**src/rtl/core/cdsm_pkg.sv**
```systemverilog
// Shared types, constants and digit functions of the countdown display core.
package cdsm_pkg;

   // Largest loadable count, 99:59
   localparam logic [12:0] MaxSeconds = 13'd5999;

   // Reciprocal of 60 scaled by 2**19; exact quotient for counts below 6000
   localparam logic [26:0] RecipSixty = 27'd8739;
   localparam int          RecipShift = 19;

   // Reciprocal of 10 scaled by 2**11; exact quotient for values below 1029
   localparam logic [17:0] RecipTen   = 18'd205;
   localparam int          TenShift   = 11;

   // Segment patterns gfedcba for digits 0..9
   localparam logic [9:0][6:0] SegTable = '{
      7'b1101111, 7'b1111111, 7'b0000111, 7'b1111101, 7'b1101101,
      7'b1100110, 7'b1001111, 7'b1011011, 7'b0000110, 7'b0111111
   };

   typedef enum logic [1:0] {
      OP_LOAD    = 2'd0,
      OP_START   = 2'd1,
      OP_TICK    = 2'd2,
      OP_REFRESH = 2'd3
   } op_type;

   // Index 0 is tens of minutes, then units of minutes, tens and units of seconds
   typedef logic [3:0][3:0] digits_type;

   typedef struct packed {
      op_type      op;
      logic [12:0] load_seconds;
   } req_type;

   typedef struct packed {
      logic [6:0]  segments;
      logic [3:0]  digit_enable;
      logic [12:0] remaining;
      logic        running;
      logic        finished;
   } rsp_type;

   // Blank any code outside 0..9
   function automatic logic [6:0] seg_of(input logic [3:0] code);
      logic [6:0] pattern;
      pattern = 7'd0;
      if (code < 4'd10) begin
         pattern = SegTable[code];
      end
      return pattern;
   endfunction

   // Split a value below 100 into tens and units
   function automatic logic [7:0] split_tens(input logic [6:0] value);
      logic [17:0] prod;
      logic [3:0]  tens;
      logic [6:0]  tens_x10;
      logic [6:0]  units;
      prod     = {11'd0, value} * RecipTen;
      tens     = prod[TenShift+3:TenShift];
      tens_x10 = {3'd0, tens} * 7'd10;
      units    = value - tens_x10;
      return {tens, units[3:0]};
   endfunction

   // Split a count of seconds below 6000 into mm:ss digits
   function automatic digits_type split_digits(input logic [12:0] total);
      logic [26:0] prod;
      logic [6:0]  mins;
      logic [12:0] mins_x60;
      logic [12:0] rem_secs;
      logic [7:0]  min_pair;
      logic [7:0]  sec_pair;
      digits_type  digits;
      prod     = {14'd0, total} * RecipSixty;
      mins     = prod[RecipShift+6:RecipShift];
      mins_x60 = {6'd0, mins} * 13'd60;
      rem_secs = total - mins_x60;
      min_pair = split_tens(mins);
      sec_pair = split_tens({1'b0, rem_secs[5:0]});
      digits[0] = min_pair[7:4];
      digits[1] = min_pair[3:0];
      digits[2] = sec_pair[7:4];
      digits[3] = sec_pair[3:0];
      return digits;
   endfunction

endpackage

```
**src/rtl/core/countdown_seven_segment_mux_core.sv**
```systemverilog
// Top level: mm:ss countdown with multiplexed seven-segment digit scan.
//
//   channel | direction | handshake             | payload
//   req     | in        | req_valid / req_ready | req_payload (op, load_seconds)
//   rsp     | out       | rsp_valid / rsp_ready | rsp_payload (segments .. finished)
//
// Every request gives one response; the state update and the response are
// formed in the cycle the request is accepted. The state update shows up in
// the next cycle. A new request is taken every cycle while responses drain;
// the two-entry result buffer keeps ready high on a stall until its skid stage fills.
// Synchronous reset clears the count, the digits, the scan position and
// the displayed pattern and enable.
module countdown_seven_segment_mux_core (
   input  logic              clock,
   input  logic              reset,
   input  logic              req_valid,
   output logic              req_ready,
   input  cdsm_pkg::req_type req_payload,
   output logic              rsp_valid,
   input  logic              rsp_ready,
   output cdsm_pkg::rsp_type rsp_payload
);
   import cdsm_pkg::*;

   logic [12:0] seconds_ff, seconds_in;
   digits_type  digits_ff, digits_in;
   logic [1:0]  scan_ff, scan_in;
   logic        counting_ff, counting_in;
   logic        loaded_ff, loaded_in;
   logic [6:0]  pattern_ff, pattern_in;
   logic [3:0]  enable_ff, enable_in;
   logic        finished_in;
   logic [12:0] load_sat;
   logic        req_fire;
   rsp_type     rsp_next;

   assign req_fire = req_valid && req_ready;
   assign load_sat = (req_payload.load_seconds > MaxSeconds) ? MaxSeconds
                                                             : req_payload.load_seconds;

   // Compute the next state for the current transaction
   always_comb begin
      seconds_in  = seconds_ff;
      digits_in   = digits_ff;
      scan_in     = scan_ff;
      counting_in = counting_ff;
      loaded_in   = loaded_ff;
      pattern_in  = pattern_ff;
      enable_in   = enable_ff;
      finished_in = 1'b0;
      case (req_payload.op)
         OP_LOAD: begin
            if (!counting_ff) begin
               seconds_in = load_sat;
               digits_in  = split_digits(load_sat);
               loaded_in  = 1'b1;
            end
         end
         OP_START: begin
            if (loaded_ff) begin
               counting_in = 1'b1;
            end
         end
         OP_TICK: begin
            if (counting_ff) begin
               if (seconds_ff != 13'd0) begin
                  seconds_in = seconds_ff - 13'd1;
                  digits_in  = split_digits(seconds_ff - 13'd1);
               end else begin
                  counting_in = 1'b0;
                  finished_in = 1'b1;
               end
            end
         end
         OP_REFRESH: begin
            enable_in  = 4'b0001 << scan_ff;
            pattern_in = seg_of(digits_ff[scan_ff]);
            scan_in    = scan_ff + 2'd1;
         end
         default: begin
            finished_in = 1'b0;
         end
      endcase
   end

   // Hold state until a transaction is accepted
   always_ff @(posedge clock) begin
      if (reset) begin
         seconds_ff  <= 13'd0;
         digits_ff   <= '0;
         scan_ff     <= 2'd0;
         counting_ff <= 1'b0;
         loaded_ff   <= 1'b0;
         pattern_ff  <= 7'd0;
         enable_ff   <= 4'd0;
      end else if (req_fire) begin
         seconds_ff  <= seconds_in;
         digits_ff   <= digits_in;
         scan_ff     <= scan_in;
         counting_ff <= counting_in;
         loaded_ff   <= loaded_in;
         pattern_ff  <= pattern_in;
         enable_ff   <= enable_in;
      end
   end

   // Form the response from the updated state
   always_comb begin
      rsp_next.segments     = pattern_in;
      rsp_next.digit_enable = enable_in;
      rsp_next.remaining    = seconds_in;
      rsp_next.running      = counting_in;
      rsp_next.finished     = finished_in;
   end

   cdsm_rsp_buffer u_rsp_buffer (
      .clock     (clock),
      .reset     (reset),
      .in_valid  (req_valid),
      .in_ready  (req_ready),
      .in_data   (rsp_next),
      .out_valid (rsp_valid),
      .out_ready (rsp_ready),
      .out_data  (rsp_payload)
   );

   // A count can only run once a time has been loaded
   assert property (@(posedge clock) disable iff (reset) counting_ff |-> loaded_ff)
      else $error("count running without a loaded time");

   // The finishing tick always stops the count
   assert property (@(posedge clock) disable iff (reset)
      rsp_valid |-> !(rsp_payload.finished && rsp_payload.running))
      else $error("finished reported while still running");

   // Remaining time never exceeds the saturation limit
   assert property (@(posedge clock) disable iff (reset) seconds_ff <= MaxSeconds)
      else $error("remaining seconds above limit");

   // At most one digit is enabled at a time
   assert property (@(posedge clock) disable iff (reset) $onehot0(enable_ff))
      else $error("more than one digit enabled");

endmodule

```
**src/rtl/core/cdsm_rsp_buffer.sv**
```systemverilog
// Result register with a skid stage between the core and the result channel.
module cdsm_rsp_buffer (
   input  logic              clock,
   input  logic              reset,
   input  logic              in_valid,
   output logic              in_ready,
   input  cdsm_pkg::rsp_type in_data,
   output logic              out_valid,
   input  logic              out_ready,
   output cdsm_pkg::rsp_type out_data
);
   import cdsm_pkg::*;

   logic    main_valid_ff;
   logic    skid_valid_ff;
   rsp_type main_data_ff;
   rsp_type skid_data_ff;

   // Take a new transaction whenever the skid stage is free
   assign in_ready  = !skid_valid_ff;
   assign out_valid = main_valid_ff;
   assign out_data  = main_data_ff;

   // Advance the main register, park a transaction in the skid stage on a stall
   always_ff @(posedge clock) begin
      if (reset) begin
         main_valid_ff <= 1'b0;
         skid_valid_ff <= 1'b0;
      end else if (out_ready || !main_valid_ff) begin
         if (skid_valid_ff) begin
            main_valid_ff <= 1'b1;
            skid_valid_ff <= 1'b0;
         end else begin
            main_valid_ff <= in_valid;
         end
      end else if (in_valid && in_ready) begin
         skid_valid_ff <= 1'b1;
      end
   end

   // Payload registers carry no reset
   always_ff @(posedge clock) begin
      if (out_ready || !main_valid_ff) begin
         main_data_ff <= skid_valid_ff ? skid_data_ff : in_data;
      end else if (in_valid && in_ready) begin
         skid_data_ff <= in_data;
      end
   end

endmodule
```
**config.mk**
```make
export PLATFORM = sky130hd
export DESIGN_NAME = countdown_seven_segment_mux_core
export DESIGN_NICKNAME = d
export VERILOG_FILES = /design/src/rtl/core/cdsm_pkg.sv /design/src/rtl/core/countdown_seven_segment_mux_core.sv /design/src/rtl/core/cdsm_rsp_buffer.sv
export SDC_FILE = /design/constraint.sdc
export NUM_CORES = 1
export LEC_CHECK = 0
export BUFFER_PORTS_ARGS = -buffer_cell sky130_fd_sc_hd__clkbuf_2
export CORE_ASPECT_RATIO = 0.7
export CORE_MARGIN = 5
export CORE_UTILIZATION = 35
export DETAILED_ROUTE_END_ITERATION = 16
export PLACE_DENSITY = 0.53
export SYNTH_ARGS = -nofsm -noshare
export SYNTH_HDL_FRONTEND = slang
export SYNTH_SLANG_ARGS = --single-unit
```
**constraint.sdc**
```tcl
create_clock -name clock -period 10.8 [get_ports clock]
set_clock_uncertainty 0.05 [all_clocks]
set_input_delay 0.54 -clock clock [delete_from_list [all_inputs] [get_ports clock]]
set_output_delay 0.54 -clock clock [all_outputs]
set_load 0.01 [all_outputs]
```
# After elaboration in Yosys (flattened, before gate mapping)
# Memories as Yosys holds them, arrays and structs flattened.
# Cells that the tools add are included.
# Widths: inputs -> output; s select.
# op_classes
n_bitwise,2
multipliers,12
n_addsub,8
n_eq_ne,6
magnitude_cmp,4
reduce_logical,12
n_shift,1
muxes,24
# ops
cell,n
$mul 13x14->26 const B,2
$mux 13,4
$mux 16,3
$pmux 16 s2,1
$mul 7x8->15 const B,2
$mul 6x8->14 const B,2
$mux 26,1
$pmux 13 s2,1
$mux 7,3
$sub 4x4->4,4
$mul 7x4->4 const B,2
$gt 13x13->1 const B,1
$reduce_bool 13->1,1
$sub 13x1->13 const B,1
$sub 6x6->6,2
$bmux 4 s2,1
$mul 4x3->3 const B,2
$mux 4,2
$mux 1,7
$mul 3x3->3 const B,2
$ne 2x2->1 const B,3
$lt 4x5->1 const B,1
$reduce_and 5->1,1
$eq 2x2->1 const B,2
15 further kinds,18
# totals
memories,1
word_cells,92
mem_bits_ro,112
reg_bits,98
# memory_table
memory,depth,word_bits,rd,rd_clocked_by_memory_dff,write_ports,line,rtl
(no name shown),16,7,1,0,0,cdsm_pkg.sv:49,pattern = SegTable[code];

# Logic depth before layout (Yosys ltp)
# Gate-level depths: netlist (run 1).
# logic_depth
ltp_word,10
ltp_mapped,49
ltp_nobuf,48

# By module
# Synthesis (run 1) repeated with hierarchy kept, for this count alone.
# unflattened
cells_unflattened,1175
area_unflattened_um2,11851.4
# modules_own_cells
mod,seq_area_each_um2,area_each_um2,cells_per_inst,instances
countdown_seven_segment_mux_core,860.8,9872.0,1086,1
cdsm_rsp_buffer,1601.5,1979.4,89,1

# Worst setup path before layout (run 1)
# Ideal clock, no wire load.
# synth_timing
path_kind,reg-to-reg
startpoint,register seconds_ff[0]
endpoint,register digits_ff[15] (netlist name)
setup_time_ns,0.116
required_ns,10.634
t_arrival_ns,10.390
path_buffers,1
path_slack_ns,0.244
path_stages_with_launch,46
path_cell_list,dfxtp_1 clkbuf_1 inv_1 ha_1 nor4b_1 nand2_1 nor3_1 xor2_1 ha_1 inv_1 fa_1 inv_1 fa_1 fa_1 ha_1 o21ai_0 o21bai_1 o211a_1 [... 10 more ...] ha_1 inv_1 fa_1 inv_1 ha_1 a31o_2 a21oi_1 o21ai_0 a31oi_1 xnor2_1 ha_1 inv_1 fa_1 xnor2_1 xnor2_1 xnor2_1 a21o_1 o21ai_1
# synth_between
elab_chain_cells,10
word_cells_on_any_way,13
cone_classes,3 x add/sub; 4 x mul; 1 x eq/ne; 3 x mux; 2 x reduce/logical
# synth_lines
element,line,rtl
from (decl),countdown_seven_segment_mux_core.sv:25,"logic [12:0] seconds_ff, seconds_in;"
from (signal assigned),countdown_seven_segment_mux_core.sv:97,seconds_ff <= seconds_in;
$sub 13x1->13,countdown_seven_segment_mux_core.sv:68,digits_in = split_digits(seconds_ff - 13'd1);
$mul 13x14->26,cdsm_pkg.sv:76,"prod = {14'd0, total} * RecipSixty;"
$mul 7x4->4,cdsm_pkg.sv:78,"mins_x60 = {6'd0, mins} * 13'd60;"
$sub 6x6->6,cdsm_pkg.sv:79,rem_secs = total - mins_x60;
$mul 6x8->14,cdsm_pkg.sv:60,"prod = {11'd0, value} * RecipTen;"
$mul 3x3->3,cdsm_pkg.sv:62,"tens_x10 = {3'd0, tens} * 7'd10;"
$sub 4x4->4,cdsm_pkg.sv:63,units = value - tens_x10;
$mux 16,countdown_seven_segment_mux_core.sv:66,if (seconds_ff != 13'd0) begin
$mux 16,countdown_seven_segment_mux_core.sv:65,if (counting_ff) begin
$pmux 16 s2,countdown_seven_segment_mux_core.sv:51,case (req_payload.op)
to (signal assigned),countdown_seven_segment_mux_core.sv:98,digits_ff <= digits_in;
to (decl),countdown_seven_segment_mux_core.sv:26,"digits_type digits_ff, digits_in;"
# Parallel ways exist; a longest one is shown, timed or not. The select of a mux whose other input is x is not followed.
# A chain may end at the register's enable or synchronous reset.

# Worst setup path after layout (run 1)
# layout_timing
startpoint,register seconds_ff[3]
endpoint,register digits_ff[15] (netlist name)
# Same word-level chain as after synthesis.

==> impl_metrics.xml, run 1 <==
<?xml version="1.0" encoding="UTF-8"?>
<metrics>
  <group name="die">
    <metric name="number_of_core_rows" unit="">56</metric>
    <metric name="die_area" unit="um2">37400</metric>
    <metric name="die-height" unit="um">163</metric>
    <metric name="num_io_pins" unit="">47</metric>
    <metric name="start_util" unit="">0.352</metric>
    <metric name="floorplan.core_area" unit="um2">33400</metric>
    <metric name="die_width" unit="um">229</metric>
  </group>
  <group name="logic_synthesis">
    <metric name="post_synth_arst_share" unit="">0</metric>
    <metric name="synth.cells.most_frequent" unit="">sky130_fd_sc_hd__ha_1 (281), sky130_fd_sc_hd__inv_1 (204), sky130_fd_sc_hd__nor2_1 (76)</metric>
    <metric name="post_synth_main_area_contributors" unit="">sky130_fd_sc_hd__ha_1 (30%), sky130_fd_sc_hd__edfxtp_1 (13%), sky130_fd_sc_hd__fa_1 (12%), sky130_fd_sc_hd__dfxtp_1 (7.7%), sky130_fd_sc_hd__inv_1 (6.5%)</metric>
    <metric name="post_synthesis_mean_instance_area" unit="um2">9.67</metric>
    <metric name="synthCells" unit="">1215</metric>
    <metric name="synth_nets" unit="">1587</metric>
    <metric name="synth_warnings" unit="">0</metric>
    <metric name="synthDistinctLibCells" unit="">71</metric>
    <metric name="synthDominantAreaCellType" unit="">sky130_fd_sc_hd__ha_1</metric>
    <metric name="cell_with_the_most_instances_after_synthesis" unit="">sky130_fd_sc_hd__ha_1</metric>
    <metric name="post-synth-top-area-fraction" unit="">0.299</metric>
    <metric name="synth.yosys.seq_area_share" unit="">0.209</metric>
    <metric name="yosys_most_used_dff" unit="">sky130_fd_sc_hd__edfxtp_1</metric>
    <metric name="synth-seq-cells" unit="">97</metric>
    <metric name="synth_enable_flop_cells" unit="">52</metric>
    <metric name="syn_area" unit="um2">11800</metric>
  </group>
  <group name="sta">
    <metric name="worst_slew_pin_slew" unit="ns">1.01</metric>
    <metric name="setup_slack" unit="ns">0.398</metric>
    <metric name="fin_tns_setup" unit="ns">0</metric>
    <metric name="setup_viol_count_final" unit="">0</metric>
    <metric name="timing.max_slew.rel_slack" unit="">0.324</metric>
    <metric name="final.min_clock_period" unit="ns">10.40</metric>
    <metric name="finalHoldViolations" unit="">0</metric>
    <metric name="max_clock_freq" unit="MHz">96.1</metric>
    <metric name="maxSlewViolCount" unit="">0</metric>
    <metric name="post-route-period-util" unit="">0.963</metric>
    <metric name="rsz0062_at_grt" unit="">yes</metric>
  </group>
  <group name="grt">
    <metric name="grt_use_total" unit="">0.156</metric>
    <metric name="number_of_antenna_violations_at_the_first_check_in_global_routing" unit="">1</metric>
    <metric name="gr-usage-met1" unit="">0.254</metric>
    <metric name="gr-total-overflow" unit="">0</metric>
    <metric name="maximum_number_of_pins_on_one_net_before_global_route_repair" unit="">46</metric>
    <metric name="grt_use_met3" unit="">0.0250</metric>
    <metric name="grt.met2_usage" unit="">0.219</metric>
    <metric name="busiest_layer" unit="">met1</metric>
    <metric name="grt_first_pass_wirelength" unit="um">46800</metric>
    <metric name="grt_pass1_vias" unit="">8462</metric>
  </group>
  <group name="job">
    <metric name="max_cap_violations" unit="">0</metric>
  </group>
  <group name="final_layout">
    <metric name="insertedDiodeCount" unit="">0</metric>
    <metric name="multi_input_comb_area" unit="um2">8540</metric>
    <metric name="fin_area" unit="um2">13200</metric>
    <metric name="flow.area_growth_from_synthesis" unit="%">12.1</metric>
    <metric name="fill_cells" unit="">3270</metric>
    <metric name="post_route_cells_drive_above_1_share" unit="">0.142</metric>
    <metric name="seq_area" unit="um2">2460</metric>
    <metric name="finish.net_count" unit="">1655</metric>
  </group>
  <group name="place">
    <metric name="pre_cts_ws" unit="ns">-0.0437</metric>
    <metric name="place.gp.congestion" unit="">0.848</metric>
    <metric name="dpl-instance-area" unit="um2">12700</metric>
    <metric name="place_hpwl" unit="um">24000</metric>
    <metric name="io_buffer_count" unit="">46</metric>
  </group>
  <group name="critical_path">
    <metric name="worst_r2r_endpoint" unit="">digits_ff[15]$_SDFFE_PP0P_</metric>
    <metric name="worst_setup_path_start_kind" unit="">flip-flop</metric>
    <metric name="ff2ff_path_depth" unit="">43</metric>
    <metric name="timing.critical_path.slowest_cell_delay" unit="ns">0.52</metric>
    <metric name="worst-setup-path-type" unit="">flip-flop to flip-flop</metric>
    <metric name="timing.critical_path.required" unit="ns">11.06</metric>
    <metric name="cp_max_fo" unit="">6</metric>
    <metric name="crit_path_end_kind" unit="">flip-flop</metric>
    <metric name="worstReg2RegStart" unit="">seconds_ff[3]$_SDFFE_PP0P_</metric>
    <metric name="critical_path_arrival" unit="ns">10.66</metric>
    <metric name="path_common_cell" unit="">sky130_fd_sc_hd__ha_1</metric>
    <metric name="worst_path_max_delay_cell" unit="">sky130_fd_sc_hd__fa_1</metric>
    <metric name="ff2ff_setup_slack" unit="ns">0.40</metric>
  </group>
  <group name="clock_tree">
    <metric name="post_cts_hold_buffer_count" unit="">0</metric>
    <metric name="clk_path_buf_depth" unit="">2</metric>
    <metric name="cts.clk_slew.worst_paths" unit="ns">0.09</metric>
    <metric name="tritoncts.num_buffers" unit="">9</metric>
    <metric name="htree_num_levels" unit="">3</metric>
    <metric name="worstSkewPairLatency" unit="ns">0.36</metric>
    <metric name="cts_tree" unit="">done</metric>
    <metric name="root_buffer" unit="">sky130_fd_sc_hd__clkbuf_16</metric>
    <metric name="clkSinkCount" unit="">97</metric>
  </group>
  <group name="routing">
    <metric name="post_drt_via_cell_ratio" unit="">4.98</metric>
    <metric name="wirelength" unit="um">28800</metric>
    <metric name="route.detailed.drc" unit="">0</metric>
    <metric name="antenna_violating_nets_post_route" unit="">0</metric>
    <metric name="routed_wire_length_per_instance" unit="um">16.7</metric>
    <metric name="drt_iter0_markers" unit="">564</metric>
    <metric name="detailroute.via_count" unit="">8588</metric>
    <metric name="drt_pre_antenna_iters" unit="">5</metric>
  </group>
  <group name="worst_hold_path">
    <metric name="hold_class" unit="">flip-flop to flip-flop</metric>
    <metric name="min_to" unit="">digits_ff[6]$_SDFFE_PP0P_</metric>
    <metric name="holdCritStartpoint" unit="">digits_ff[6]$_SDFFE_PP0P_</metric>
    <metric name="whs_path_depth" unit="">2</metric>
  </group>
  <group name="outcome">
    <metric name="status" unit="">finished, final reports clean</metric>
  </group>
</metrics>
## repair_timing
action | 4_1_cts | 5_1_grt
resized for setup | 0 | 24
endpoints found under the setup margin | 0 | 6
buffers inserted | 0 | 5
## worst max path at each step
stage,cells after the start,to,startpoint
after floorplan,45,digits_ff[15]$_SDFFE_PP0P_,seconds_ff[0]$_SDFFE_PP0P_
after global placement,42,digits_ff[15]$_SDFFE_PP0P_,req_payload[11]
after detailed placement,42,digits_ff[15]$_SDFFE_PP0P_,req_payload[11]
after CTS,43,digits_ff[15]$_SDFFE_PP0P_,seconds_ff[5]$_SDFFE_PP0P_
after global routing,45,digits_ff[15]$_SDFFE_PP0P_,seconds_ff[5]$_SDFFE_PP0P_
final,43,digits_ff[15]$_SDFFE_PP0P_,seconds_ff[3]$_SDFFE_PP0P_
## cells by family after synthesis
group | share of synthesized area
buffers and inverters | 0.0750
AOI/OAI and AO/OA | 0.0953
xor gates and xnor gates | 0.0489
DFF | 0.209
muxes | 0.0426
adders and majority gates | 0.423
and+or+nand+nor | 0.105
## layout by cell type, fill, tap and decap left out, drive strengths merged, types with 9 or more instances in the layout
cell type    n
ha         281
inv        208
nor2        76
fa          72
nand2       66
clkbuf      55
edfxtp      52
a21oi       47
xnor2       46
dfxtp       45
buf         41
mux2        34
nor3        33
o21ai       28
xor2        17
nand3       16
a21o        12
nand2b      12
or2         10
and3         9
## metal layers
| layer | vias up | wire length (um) |
|---|---|---|
| met2 | 195 | 10900 |
| met3 | 18 | 1730 |
| met5 | - | 0 |
| li1 | 4306 | - |
| met1 | 4069 | 15900 |
| met4 | 0 | 221 |
## flip-flops by register name, indices dropped and copies added, names as in the netlist
register and cells:
u_rsp_buffer.skid_valid_ff 1, digits_ff 15, loaded_ff 1, pattern_ff 7, seconds_ff 13, u_rsp_buffer.out_data 26, enable_ff 4, counting_ff 1
u_rsp_buffer.skid_data_ff 26, u_rsp_buffer.out_valid 1, scan_ff 2
## critical path, delay by kind of cell, from the launching register on
kind | cells | cell delay (ns)
buffers and inverters | 7 | 0.45
xor gates and xnor gates | 7 | 1.15
and+or+nand+nor | 4 | 1.12
adders and majority gates | 15 | 5.34
AOI/OAI and AO/OA | 10 | 1.85
DFF | 1 | 0.39
## through the flow
| step | utilization | instances | hold slack [ns] |
|---|---|---|---|
| 2_1_floorplan | - | 1215 | 0.373 |
| 3_3_place_gp | 0.380 | 1702 | 0.389 |
| 3_5_place_dp | 0.380 | 1702 | 0.393 |
| 4_1_cts | 0.390 | 1718 | 0.402 |
| 5_1_grt | 0.395 | 1723 | 0.423 |
| 6_report | 0.395 | 1723 | 0.401 |
## layout make-up
| cell class | instances | area share |
|---|---|---|
| flip-flops and latches | 97 | 0.187 |
| multi-input cells | 883 | 0.648 |
| well taps | 435 | 0.0413 |
| clock inverters | 7 | 0.00731 |
| clock buffers | 9 | 0.0171 |
| inverters | 205 | 0.0584 |
| repair buffers | 87 | 0.0408 |
Power of run 1 is not shown: default switching activity piles up to over one toggle a cycle in this logic, so the estimate is an artifact.
==> inputs of run 2 (changes only) <==
--- a/config.mk
+++ b/config.mk
@@ -10,7 +10,7 @@
 export CORE_MARGIN = 5
 export CORE_UTILIZATION = 35
 export DETAILED_ROUTE_END_ITERATION = 16
-export PLACE_DENSITY = 0.53
+export SKIP_LAST_GASP = 1
 export SYNTH_ARGS = -nofsm -noshare
 export SYNTH_HDL_FRONTEND = slang
 export SYNTH_SLANG_ARGS = --single-unit
==> impl_metrics.xml, run 2 (synthesis gave the netlist of run 1 again) <==
<?xml version="1.0" encoding="UTF-8"?>
<metrics>
  <group name="routing">
    <metric name="post_drt_via_cell_ratio" unit="">4.98</metric>
    <metric name="antenna_violating_nets_post_route" unit="">0</metric>
    <metric name="routed_wire_length_per_instance" unit="um">15.3</metric>
    <metric name="route.detailed.drc" unit="">0</metric>
    <metric name="detailroute.via_count" unit="">8576</metric>
    <metric name="drt_pre_antenna_iters" unit="">6</metric>
    <metric name="wirelength" unit="um">26300</metric>
    <metric name="drt_iter0_markers" unit="">428</metric>
  </group>
  <group name="grt">
    <metric name="grt_use_total" unit="">0.145</metric>
    <metric name="grt_pass1_vias" unit="">8784</metric>
    <metric name="number_of_antenna_violations_at_the_first_check_in_global_routing" unit="">2</metric>
    <metric name="grt_first_pass_wirelength" unit="um">44800</metric>
    <metric name="maximum_number_of_pins_on_one_net_before_global_route_repair" unit="">46</metric>
    <metric name="gr-total-overflow" unit="">0</metric>
  </group>
  <group name="critical_path">
    <metric name="worst_path_max_delay_cell" unit="">sky130_fd_sc_hd__fa_1</metric>
    <metric name="cp_max_fo" unit="">6</metric>
    <metric name="worst_setup_path_start_kind" unit="">flip-flop</metric>
    <metric name="timing.critical_path.required" unit="ns">11.03</metric>
    <metric name="path_common_cell" unit="">sky130_fd_sc_hd__ha_1</metric>
    <metric name="worst-setup-path-type" unit="">flip-flop to flip-flop</metric>
    <metric name="crit_path_end_kind" unit="">flip-flop</metric>
    <metric name="critical_path_arrival" unit="ns">10.55</metric>
    <metric name="timing.critical_path.slowest_cell_delay" unit="ns">0.52</metric>
  </group>
  <group name="job">
    <metric name="max_cap_violations" unit="">0</metric>
  </group>
  <group name="final_layout">
    <metric name="layout.cells.most_common_list" unit="">sky130_fd_sc_hd__ha_1 (280), sky130_fd_sc_hd__inv_1 (203), sky130_fd_sc_hd__nor2_1 (74)</metric>
    <metric name="finish.net_count" unit="">1654</metric>
    <metric name="layout.core_utilization" unit="">0.396</metric>
    <metric name="insertedDiodeCount" unit="">0</metric>
    <metric name="final_common_cell" unit="">sky130_fd_sc_hd__ha_1</metric>
    <metric name="flow.area_growth_from_synthesis" unit="%">12.2</metric>
    <metric name="post_route_cells_drive_above_1_share" unit="">0.145</metric>
  </group>
  <group name="clock_tree">
    <metric name="htree_num_levels" unit="">3</metric>
    <metric name="cts_tree" unit="">done</metric>
    <metric name="cts.clk_slew.worst_paths" unit="ns">0.07</metric>
    <metric name="clk_path_buf_depth" unit="">2</metric>
    <metric name="clkSinkCount" unit="">97</metric>
    <metric name="worstSkewPairLatency" unit="ns">0.34</metric>
    <metric name="post_cts_hold_buffer_count" unit="">0</metric>
    <metric name="tritoncts.num_buffers" unit="">9</metric>
    <metric name="root_buffer" unit="">sky130_fd_sc_hd__clkbuf_16</metric>
  </group>
  <group name="outcome">
    <metric name="status" unit="">finished, final reports clean</metric>
  </group>
  <group name="sta">
    <metric name="max_clock_freq" unit="MHz">96.9</metric>
    <metric name="maxSlewViolCount" unit="">0</metric>
    <metric name="timing.max_slew.rel_slack" unit="">0.347</metric>
    <metric name="finalHoldViolations" unit="">0</metric>
    <metric name="rsz0062_at_grt" unit="">yes</metric>
    <metric name="worst_slew_pin_slew" unit="ns">0.976</metric>
    <metric name="final.min_clock_period" unit="ns">10.32</metric>
    <metric name="post-route-period-util" unit="">0.955</metric>
    <metric name="setup_viol_count_final" unit="">0</metric>
  </group>
  <group name="place">
    <metric name="io_buffer_count" unit="">46</metric>
    <metric name="place_hpwl" unit="um">22300</metric>
    <metric name="place.gp.congestion" unit="">0.865</metric>
  </group>
  <group name="worst_hold_path">
    <metric name="hold_class" unit="">flip-flop to flip-flop</metric>
  </group>
  <group name="die">
    <metric name="die_width" unit="um">229</metric>
    <metric name="die-height" unit="um">163</metric>
    <metric name="floorplan.core_area" unit="um2">33400</metric>
    <metric name="die_area" unit="um2">37400</metric>
    <metric name="start_util" unit="">0.352</metric>
    <metric name="num_io_pins" unit="">47</metric>
    <metric name="number_of_core_rows" unit="">56</metric>
  </group>
</metrics>
[run 2: critical path, delay by kind of cell (launching register included)]
family	cells	cell delay, ns
AO/OA/AOI/OAI	11	2.05
adder cells (fa/ha/maj)	14	4.98
XOR/XNOR	7	1.14
buffers and inverters	7	0.54
flip-flops	1	0.38
AND/OR/NAND/NOR	4	1.09
[run 2: timing repair]
item,CTS,global route
pin swaps,2,8
setup buffers,2,3
endpoints found under the setup margin,1,6
resized for setup,2,32
[run 2: final timing paths]
| check | from | to | slack, ns | cells after the start |
|---|---|---|---|---|
| worst max-delay path | seconds_ff[8]$_SDFFE_PP0P_ | digits_ff[15]$_SDFFE_PP0P_ | 0.48 | 43 |
| worst min-delay path | digits_ff[5]$_SDFFE_PP0P_ | digits_ff[5]$_SDFFE_PP0P_ | 0.40 | 2 |
| worst max register to register | seconds_ff[8]$_SDFFE_PP0P_ | digits_ff[15]$_SDFFE_PP0P_ | 0.48 | 43 |
| worst min register to register | digits_ff[5]$_SDFFE_PP0P_ | digits_ff[5]$_SDFFE_PP0P_ | 0.40 | 2 |
[run 2: layer usage]
metal  vias up  part of all wire  routed length, um  global-route usage
li1       4301                 -                  -                   -
met1      4093              0.54              14200               0.225
met2       164              0.41              10700               0.214
met3        16             0.048               1270              0.0243
met4         2            0.0075                197              0.0208
met5         -           0.00049                 13                   0
[run 2: cell type report]
class	count	area, um2
Fill cell	3252	20200
Multi-Input combinational cell	883	8590
Clock buffer	10	229
Inverter	205	769
Sequential cell	97	2460
Tap cell	435	544
Clock inverter	6	66.3
Timing Repair Buffer	86	531
[run 2: through the flow]
| step | instances | hold slack (ns) | setup TNS [ns] | worst slack, ns | cell area [um2] |
|---|---|---|---|---|---|
| 5_1_grt | 1722 | 0.422 | -0.0926 | -0.0926 | 13200 |
| 2_1_floorplan | 1215 | 0.373 | 0 | 0.244 | 11800 |
| 3_3_place_gp | 1701 | 0.390 | 0 | 0.130 | 12700 |
| 4_1_cts | 1719 | 0.403 | 0 | 0.0312 | 13000 |
| 3_5_place_dp | 1701 | 0.395 | -0.0879 | -0.0879 | 12700 |
| 6_report | 1722 | 0.402 | 0 | 0.481 | 13200 |
Power of run 2 is left out for the same reason.
